==> src/rtl/core/spm_pkg.sv <==
`default_nettype none

package spm_pkg;

  localparam int MAX_TERMS_DEF    = 8;
  localparam int MAX_EXPONENT_DEF = 255;

  localparam int COEF_W  = 16;
  localparam int EXP_W   = 8;
  localparam int PROD_W  = 2 * COEF_W;
  localparam int PCOEF_W = 38;
  localparam int PEXP_W  = 9;

  localparam logic [1:0] OP_LOAD_FIRST  = 2'd0;
  localparam logic [1:0] OP_LOAD_SECOND = 2'd1;
  localparam logic [1:0] OP_MULTIPLY    = 2'd2;

  // One term travelling through or held by the sorting chain.
  typedef struct packed {
    logic                      valid;
    logic [PEXP_W-1:0]         exp;
    logic signed [PCOEF_W-1:0] coef;
  } term_t;

endpackage

`default_nettype wire

==> src/rtl/core/spm_cell.sv <==
`default_nettype none

module spm_cell
  import spm_pkg::*;
(
  input  logic  clk,
  input  logic  rst,
  input  logic  shift,
  input  term_t in_term,
  input  term_t next_held,
  output term_t held,
  output term_t pass
);

  always_ff @(posedge clk) begin
    if (rst) begin
      held.valid <= 1'b0;
      pass.valid <= 1'b0;
    end else if (shift) begin
      // output mode: advance the whole row toward the head
      held       <= next_held;
      pass.valid <= 1'b0;
    end else if (in_term.valid) begin
      if (!held.valid) begin
        held       <= in_term;
        pass.valid <= 1'b0;
      end else if (in_term.exp == held.exp) begin
        held.coef  <= held.coef + in_term.coef;
        pass.valid <= 1'b0;
      end else if (in_term.exp > held.exp) begin
        // keep the larger exponent, hand the old one down
        held <= in_term;
        pass <= held;
      end else begin
        pass <= in_term;
      end
    end else begin
      pass.valid <= 1'b0;
    end
  end

endmodule

`default_nettype wire

==> config.mk <==
export PLATFORM = sky130hd
export DESIGN_NAME = spm_cell
export DESIGN_NICKNAME = d
export VERILOG_FILES = /design/src/rtl/core/spm_pkg.sv /design/src/rtl/core/spm_cell.sv
export SDC_FILE = /design/constraint.sdc
export NUM_CORES = 1
export LEC_CHECK = 0
export BUFFER_PORTS_ARGS = -buffer_cell sky130_fd_sc_hd__buf_2
export CORE_MARGIN = 5
export CORE_UTILIZATION = 30
export DETAILED_ROUTE_END_ITERATION = 12
export HOLD_SLACK_MARGIN = 0.02
export PLACE_DENSITY_LB_ADDON = 0.15
export REMOVE_ABC_BUFFERS = 1
export SLEW_MARGIN = 10
export SYNTH_ARGS = -nofsm -noshare
export SYNTH_HDL_FRONTEND = slang
export SYNTH_SLANG_ARGS = --single-unit
==> constraint.sdc <==
create_clock -name clk -period 19.5 [get_ports clk]
set_input_delay 1.95 -clock clk [delete_from_list [all_inputs] [get_ports clk]]
set_output_delay 1.95 -clock clk [all_outputs]
set_load 0.05 [all_outputs]
==> results of run 1 <==
## logic make-up after synthesis
logic type | after synthesis | share of synthesized area (%)
multiplexers | 69 | 11.5
AND/OR/NAND/NOR | 164 | 11.2
flip-flops | 96 | 42.9
XOR/XNOR | 28 | 3.67
AO/OA/AOI/OAI | 195 | 18.7
adder cells (fa/ha/maj) | 47 | 8.92
buffers and inverters | 52 | 3.11
## layer usage
metal	part of all wire, %	routed length (um)	vias to the layer above
met3	4.6	902	15
met5	0.036	7	-
li1	-	-	2816
met1	47	9160	2626
met4	1.2	237	2
met2	47	9250	140
## final timing paths
check | slack (ps) | cells after the start | startpoint | endpoint
setup / recovery | 14720 | 13 | in_term[0] | held[34]$_DFFE_PP_
hold / removal | 600 | 1 | held[35]$_DFFE_PP_ | pass[35]$_DFFE_PP_
setup reg to reg | 16060 | 12 | held[0]$_DFFE_PP_ | held[34]$_DFFE_PP_
hold reg to reg | 600 | 1 | held[35]$_DFFE_PP_ | pass[35]$_DFFE_PP_
## layout make-up
cell class / count / area (um^2) / area share, %
clock inverter: 6 / 45.0 / 0.548
inverter: 22 / 82.6 / 1.00
sequential: 96 / 2860 / 34.8
clock buffer: 10 / 229 / 2.78
timing repair buffer: 200 / 1020 / 12.4
tap: 280 / 350 / 4.26
multi-input combinational: 503 / 3640 / 44.2
## cells in the mapped netlist (4+ instances only)
library cell and count:
sky130_fd_sc_hd__edfxtp_1 94, sky130_fd_sc_hd__nand2_1 73, sky130_fd_sc_hd__a21oi_1 61, sky130_fd_sc_hd__ha_1 46, sky130_fd_sc_hd__mux2_2 46, sky130_fd_sc_hd__o21ai_0 42, sky130_fd_sc_hd__nor2_1 33, sky130_fd_sc_hd__clkbuf_1 24
sky130_fd_sc_hd__inv_1 22, sky130_fd_sc_hd__a21o_1 17, sky130_fd_sc_hd__nor3_1 16, sky130_fd_sc_hd__xnor2_1 16, sky130_fd_sc_hd__mux2_1 15, sky130_fd_sc_hd__o21ai_1 15, sky130_fd_sc_hd__xor2_1 12, sky130_fd_sc_hd__o21a_1 10
sky130_fd_sc_hd__mux2i_1 8, sky130_fd_sc_hd__o21bai_1 8, sky130_fd_sc_hd__a211oi_1 7, sky130_fd_sc_hd__a31oi_1 7, sky130_fd_sc_hd__nand3_1 7, sky130_fd_sc_hd__nand4_1 7, sky130_fd_sc_hd__nand2b_1 5, sky130_fd_sc_hd__nor2b_1 5
sky130_fd_sc_hd__o221ai_1 5, sky130_fd_sc_hd__buf_2 4, sky130_fd_sc_hd__nor4_1 4, sky130_fd_sc_hd__o211ai_1 4
## per-stage QoR
stage,cells,util (%),hold WS [ps]
2_1_floorplan,621,-,780
3_3_place_gp,1101,36.3,583
3_5_place_dp,1101,36.3,591
4_1_cts,1117,37.6,612
5_1_grt,1117,37.6,635
6_report,1117,37.6,604
## power groups by stage
| stage | Sequential (mW) | Combinational [mW] | Clock, mW |
|---|---|---|---|
| floorplan | 0.279 | 0.101 | 0 |
| global placement | 0.252 | 0.180 | 0 |
| detailed placement | 0.251 | 0.180 | 0 |
| CTS | 0.247 | 0.181 | 0.180 |
| global route | 0.248 | 0.197 | 0.186 |
| finish | 0.247 | 0.179 | 0.172 |
## cell usage in the layout, fill, tap and decap left out, types with 4 or more instances in the layout
cell and count:
sky130_fd_sc_hd__a31oi_1 7, sky130_fd_sc_hd__nand2_1 72, sky130_fd_sc_hd__xor2_1 12, sky130_fd_sc_hd__nand4_1 7, sky130_fd_sc_hd__o21a_1 10, sky130_fd_sc_hd__a211oi_1 7
sky130_fd_sc_hd__o21ai_1 15, sky130_fd_sc_hd__edfxtp_1 94, sky130_fd_sc_hd__nor3_1 16, sky130_fd_sc_hd__o21bai_1 8, sky130_fd_sc_hd__mux2i_1 8, sky130_fd_sc_hd__nor2_1 33
sky130_fd_sc_hd__xnor2_1 16, sky130_fd_sc_hd__o211ai_1 4, sky130_fd_sc_hd__nor2b_1 5, sky130_fd_sc_hd__ha_1 46, sky130_fd_sc_hd__buf_4 7, sky130_fd_sc_hd__nand2b_1 5
sky130_fd_sc_hd__inv_1 22, sky130_fd_sc_hd__o221ai_1 5, sky130_fd_sc_hd__a21oi_1 60, sky130_fd_sc_hd__mux2_2 46, sky130_fd_sc_hd__clkbuf_16 9, sky130_fd_sc_hd__mux2_1 15
sky130_fd_sc_hd__buf_2 193, sky130_fd_sc_hd__nand3_1 7, sky130_fd_sc_hd__o21ai_0 42, sky130_fd_sc_hd__a21o_1 17
## state kept, by name, summed over array words and instances (netlist names)
register / count
held: 48
pass: 48
## critical path: stages
cell                        delay (ps)
sky130_fd_sc_hd__buf_2             110
sky130_fd_sc_hd__ha_1              210
sky130_fd_sc_hd__inv_1              70
sky130_fd_sc_hd__fa_1              380
sky130_fd_sc_hd__and2b_2           250
sky130_fd_sc_hd__o2111ai_2         140
sky130_fd_sc_hd__a2111oi_4         450
sky130_fd_sc_hd__o21ai_1           190
sky130_fd_sc_hd__a211oi_2          350
sky130_fd_sc_hd__a21oi_1           170
sky130_fd_sc_hd__mux2_1            340
sky130_fd_sc_hd__a21oi_1           140
sky130_fd_sc_hd__o221ai_1          120
==> metrics.cfg, run 1 <==
[pwr]
share_comb_of_total_power_pct=29.9
max_vdd_drop_uv=33.3
swShare_pct=33.8
switching_power_mw=0.202
seqPwrFrac_pct=41.3
power_per_cell_area_nw_per_um2=72.6
power_leakage_nw=3.39
finalPower_mw=0.597
internal_power_of_the_cells_mw=0.395
power_frac_clock_pct=28.8

[critical_path]
endpoint_kind=register
critPathArrivalTime_ps=4860
cp_data_required_time_ps=19580
worstSetupPathType=primary input to register
timing.critical_path.fanout_max=3
cp-start-kind=primary input

[sta]
final.setup.worst_slack_ps=14720
worst_slew_pin_slew_ps=1030
finalCritPeriodShare_pct=24.5
grt_setup_unrepaired=false
worst_clock_skew_ps=11.8
finalSetupViolations=0
finalWorstPathRequiredPeriod_ps=4780
fmax_mhz=209
final_hold_viol_count=0
worst_slew_margin_rel_pct=31.5
setup-tns-final_ps=0
drv_slew=0

[yosys]
synth.lib_cells_used.distinct=56
yosys_most_used_dff=sky130_fd_sc_hd__edfxtp_1
synthDominantAreaCellType=sky130_fd_sc_hd__edfxtp_1
async_flop_share_pct=0
cell_types_occupying_the_most_area_after_synthesis=sky130_fd_sc_hd__edfxtp_1, sky130_fd_sc_hd__ha_1, sky130_fd_sc_hd__mux2_2
yosysWarnings=0
yosys_register_bits=96
seq_area_frac_synth_pct=42.9
post_synth.cell_area_avg_um2=10.3
synthesis.instances=651
number_of_synthesized_flops_with_an_enable_pin=94
netlist_area_um2=6680
synthDominantCellAreaShare_pct=42.3

[place]
area_after_dpl_um2=7950
dp_worst_setup_slack_ps=14330
portBuffers=194
place.gp.congestion=0.823
dp_hpwl_um=15000

[floorplan]
start_util_pct=30.5
floorplan.die_area_um2=25400
die_outline_height_um=159
floorplan.rows=54
fp.dieW_um=159
pin_count=195
core_area_um2=21900

[clocking]
htree_num_levels=3
cts_hold_buffers=0
max-clock-path-buffers=2
insertion_delay_ps=350
cts_inserted_buffers=9
worst_setup_hold_path_clk_slew_ps=70
cts_tree=done
clock_sink_count=96
postCtsSetupBuffers=0
post_cts_resized=0
ctsRootBufferMaster=sky130_fd_sc_hd__clkbuf_16

[global_routing]
overflow=0
grt_antenna_before_repair=1
grt_pass1_vias=5750
grt_util_all_layers_pct=15.0
grt.met2_usage_pct=25.1
grt_first_pass_wirelength_um=31300
grt-busiest-layer=met2
grtUsageMet3_pct=2.64
grt_start_max_net_pins=55
grtUsageMet1_pct=20.1

[detailed_routing]
post_drt_wl_per_cell_um=17.5
route.detailed.vias_per_inst=5.01
drc=0
detailroute.via_count=5599
detailedRoute.firstPassIterationCount=5
antenna_violating_nets_post_route=0
routed_wl_um=19600
dr.first_iter.drc_count=261

[final_layout]
final_cell_area_um2=8230
n_antenna_cell=0
fillCellCount=2273
syn2layout_area_growth_pct=23.1
final_layout_size_suffix_gt1_share_pct=32.6
num-nets-final=978

[run_status]
outcome=completed

[hold_path]
timing.hold.worst.class=register to register

[run]
max_cap_violations=0

(Power assumes the default switching activity.)
==> run 2: changes to the inputs <==
ABC_AREA = 1   (was default)
clock period = 4.1 ns   (was 19.5 ns; I/O delays follow)
==> run 2 against run 1 <==
Effect of this change:
- first-iteration DRC count increased by 69%
- highest routed layer unchanged
- non-clock buffer count rose by 5
- synthesized cell count is 66% higher
- critical path depth down 1
- register-to-register slack lost 15000 ps
- flip-flop and latch count unchanged
- clock skew fell by 4.8 ps
- utilization fell by 0.64 points
- worst hold slack got worse by 340 ps
- die area is 12% higher
- largest power group unchanged
==> metrics.cfg, run 2 <==
[run_status]
outcome=completed

[sta]
final.setup.worst_slack_ps=1190
fin_worst_hold_slack_ps=261
worst_slew_pin_slew_ps=618
worst_slew_margin_rel_pct=58.8
grt_setup_unrepaired=false
final_hold_viol_count=0
finalCritPeriodShare_pct=70.9
finalWorstPathRequiredPeriod_ps=2910
fmax_mhz=344
drv_slew=0
worst_clock_skew_ps=7.03
finalSetupViolations=0

[final_layout]
layout.core_utilization_pct=36.9
largest_registers=held x48, pass x48
final_layout_size_suffix_gt1_share_pct=18.4
syn2layout_area_growth_pct=22.4
layout.cells.most_common=sky130_fd_sc_hd__nand2_1
final_cell_area_um2=9190
num-nets-final=1410
area.sequential_um2=2860
layout_common_cells=sky130_fd_sc_hd__nand2_1, sky130_fd_sc_hd__buf_2, sky130_fd_sc_hd__inv_1
multiInputGateArea_um2=3950
fillCellCount=2732

[critical_path]
critPathArrivalTime_ps=2990
cp_data_required_time_ps=4190
worst_r2r_endpoint=pass[1]$_DFFE_PP_
endpoint_kind=register
cp_slowest_stage_delay_ps=530
cpMaxStageDelayCell=sky130_fd_sc_hd__buf_4
crit_path_frequent_cell=sky130_fd_sc_hd__nand2_1
reg2reg_setup_slack_ps=1190
cp-start-kind=register
ff2ff_path_depth=12
critical_path.reg2reg.startpoint=held[40]$_DFFE_PP_
worstSetupPathType=register to register
timing.critical_path.fanout_max=39
worstPathCellList=inv_1 -> ha_1 -> a21oi_1 -> o21a_1 -> o21ai_1 -> nand2_1 -> nand2_1 -> nand2_1 -> nand2_2 -> nand2_2 -> buf_4 -> o21ai_0

[yosys]
cell_types_occupying_the_most_area_after_synthesis=sky130_fd_sc_hd__edfxtp_1, sky130_fd_sc_hd__nand2_1, sky130_fd_sc_hd__ha_1
netlist_area_um2=7510
number_of_synthesized_flops_with_an_enable_pin=94
yosys_register_bits=96
post_synth_most_frequent_cells=sky130_fd_sc_hd__nand2_1, sky130_fd_sc_hd__inv_1, sky130_fd_sc_hd__nand3_1, sky130_fd_sc_hd__edfxtp_1, sky130_fd_sc_hd__nor2_1
yosys.cell_count.top_type=sky130_fd_sc_hd__nand2_1
synth.lib_cells_used.distinct=38
seq_area_frac_synth_pct=38.1
post_synth.cell_area_avg_um2=6.96
synthDominantAreaCellType=sky130_fd_sc_hd__edfxtp_1
yosysWarnings=0
synthesis.instances=1079
yosys_most_used_dff=sky130_fd_sc_hd__edfxtp_1
async_flop_share_pct=0
synthDominantCellAreaShare_pct=37.6

[floorplan]
die_outline_height_um=168
core_area_um2=24900
pin_count=195
fp.dieW_um=168
start_util_pct=30.2
floorplan.rows=58
floorplan.die_area_um2=28300

[hold_path]
hold_path_startpoint=rst
timing.hold.worst.class=primary input to register
worst_hold_path.endpoint=held[47]$_SDFFE_PP0N_
hold_path_depth=2

[clocking]
htree_num_levels=3
cts_hold_buffers=0
clock_sink_count=96
insertion_delay_ps=360
cts_inserted_buffers=9
ctsRootBufferMaster=sky130_fd_sc_hd__clkbuf_16
worst_setup_hold_path_clk_slew_ps=70
max-clock-path-buffers=2
cts_tree=done
post_cts_resized=0
postCtsSetupBuffers=0

[detailed_routing]
detailroute.via_count=7489
route.detailed.vias_per_inst=4.68
drc=0
dr.first_iter.drc_count=442
post_drt_wl_per_cell_um=15.9
detailedRoute.firstPassIterationCount=4
routed_wl_um=25400
antenna_violating_nets_post_route=0

[place]
dp_worst_setup_slack_ps=1040
dp_hpwl_um=20000
area_after_dpl_um2=8830
place.gp.congestion=0.891
portBuffers=194

[global_routing]
overflow=0
grt_start_max_net_pins=50
grt_first_pass_wirelength_um=40100
grt_pass1_vias=7332
grt_util_all_layers_pct=17.8
grt_antenna_before_repair=2

[pwr]
power_per_cell_area_nw_per_um2=346
max_vdd_drop_uv=147
power_leakage_nw=4.69

[run]
max_cap_violations=0

==> run 2: worst max-delay path, delay by kind of cell (launching register included) <==
| kind | cells | cell delay, ps |
|---|---|---|
| flip-flops | 1 | 380 |
| adder cells (fa/ha/maj) | 1 | 230 |
| AO/OA/AOI/OAI | 4 | 520 |
| buffers and inverters | 2 | 610 |
| AND/OR/NAND/NOR | 5 | 870 |
==> run 2: through the flow <==
stage                     std cells  TNS (ps)  power, mW
after floorplan                1048   -142630       1.85
after global placement         1583         0       2.15
after detailed placement       1583         0       2.15
after CTS                      1599         0       3.21
after global routing           1600         0       3.36
final                          1600         0       3.18
==> run 2: routing by layer <==
metal,global-route usage (%),up-vias,wire [um]
li1,-,3867,-
met1,25.7,3404,12700
met2,28.1,196,11100
met3,2.49,20,1310
met4,4.38,2,335
met5,0,-,7
==> run 2: cell families after synthesis <==
logic type	Yosys count	share of synthesized area, %
adders and majority gates	47	7.93
xor gates and xnor gates	5	0.583
muxes	1	0.133
and+or+nand+nor	635	34.5
AOI/OAI and AO/OA	121	9.28
buffers and inverters	174	9.48
DFF	96	38.1
==> run 2: worst max-delay path by stage <==
stage,start,endpoint,cells past startpoint
2_1_floorplan,held[41]$_DFFE_PP_,pass[0]$_DFFE_PP_,6
3_5_place_dp,in_term[40],pass[1]$_DFFE_PP_,12
4_1_cts,held[40]$_DFFE_PP_,pass[1]$_DFFE_PP_,12
6_report,held[40]$_DFFE_PP_,pass[1]$_DFFE_PP_,12
3_3_place_gp,in_term[40],pass[1]$_DFFE_PP_,12
5_1_grt,held[40]$_DFFE_PP_,pass[1]$_DFFE_PP_,12
==> run 2: final cells by class <==
cell class | instances | area share, %
inverter | 143 | 5.84
tap | 330 | 4.49
clock buffer | 11 | 2.75
antenna | 1 | 0.0272
clock inverter | 5 | 1.17
timing repair buffer | 205 | 11.6
multi-input combinational | 809 | 43.0
sequential | 96 | 31.1
==> run 2: power by group <==
part / switching [mW] / leakage, nW / internal (mW) / total (mW)
sequential: 0.0328 / 0.896 / 1.15 / 1.18
clock: 0.416 / 0.177 / 0.636 / 1.05
combinational: 0.659 / 3.62 / 0.284 / 0.943
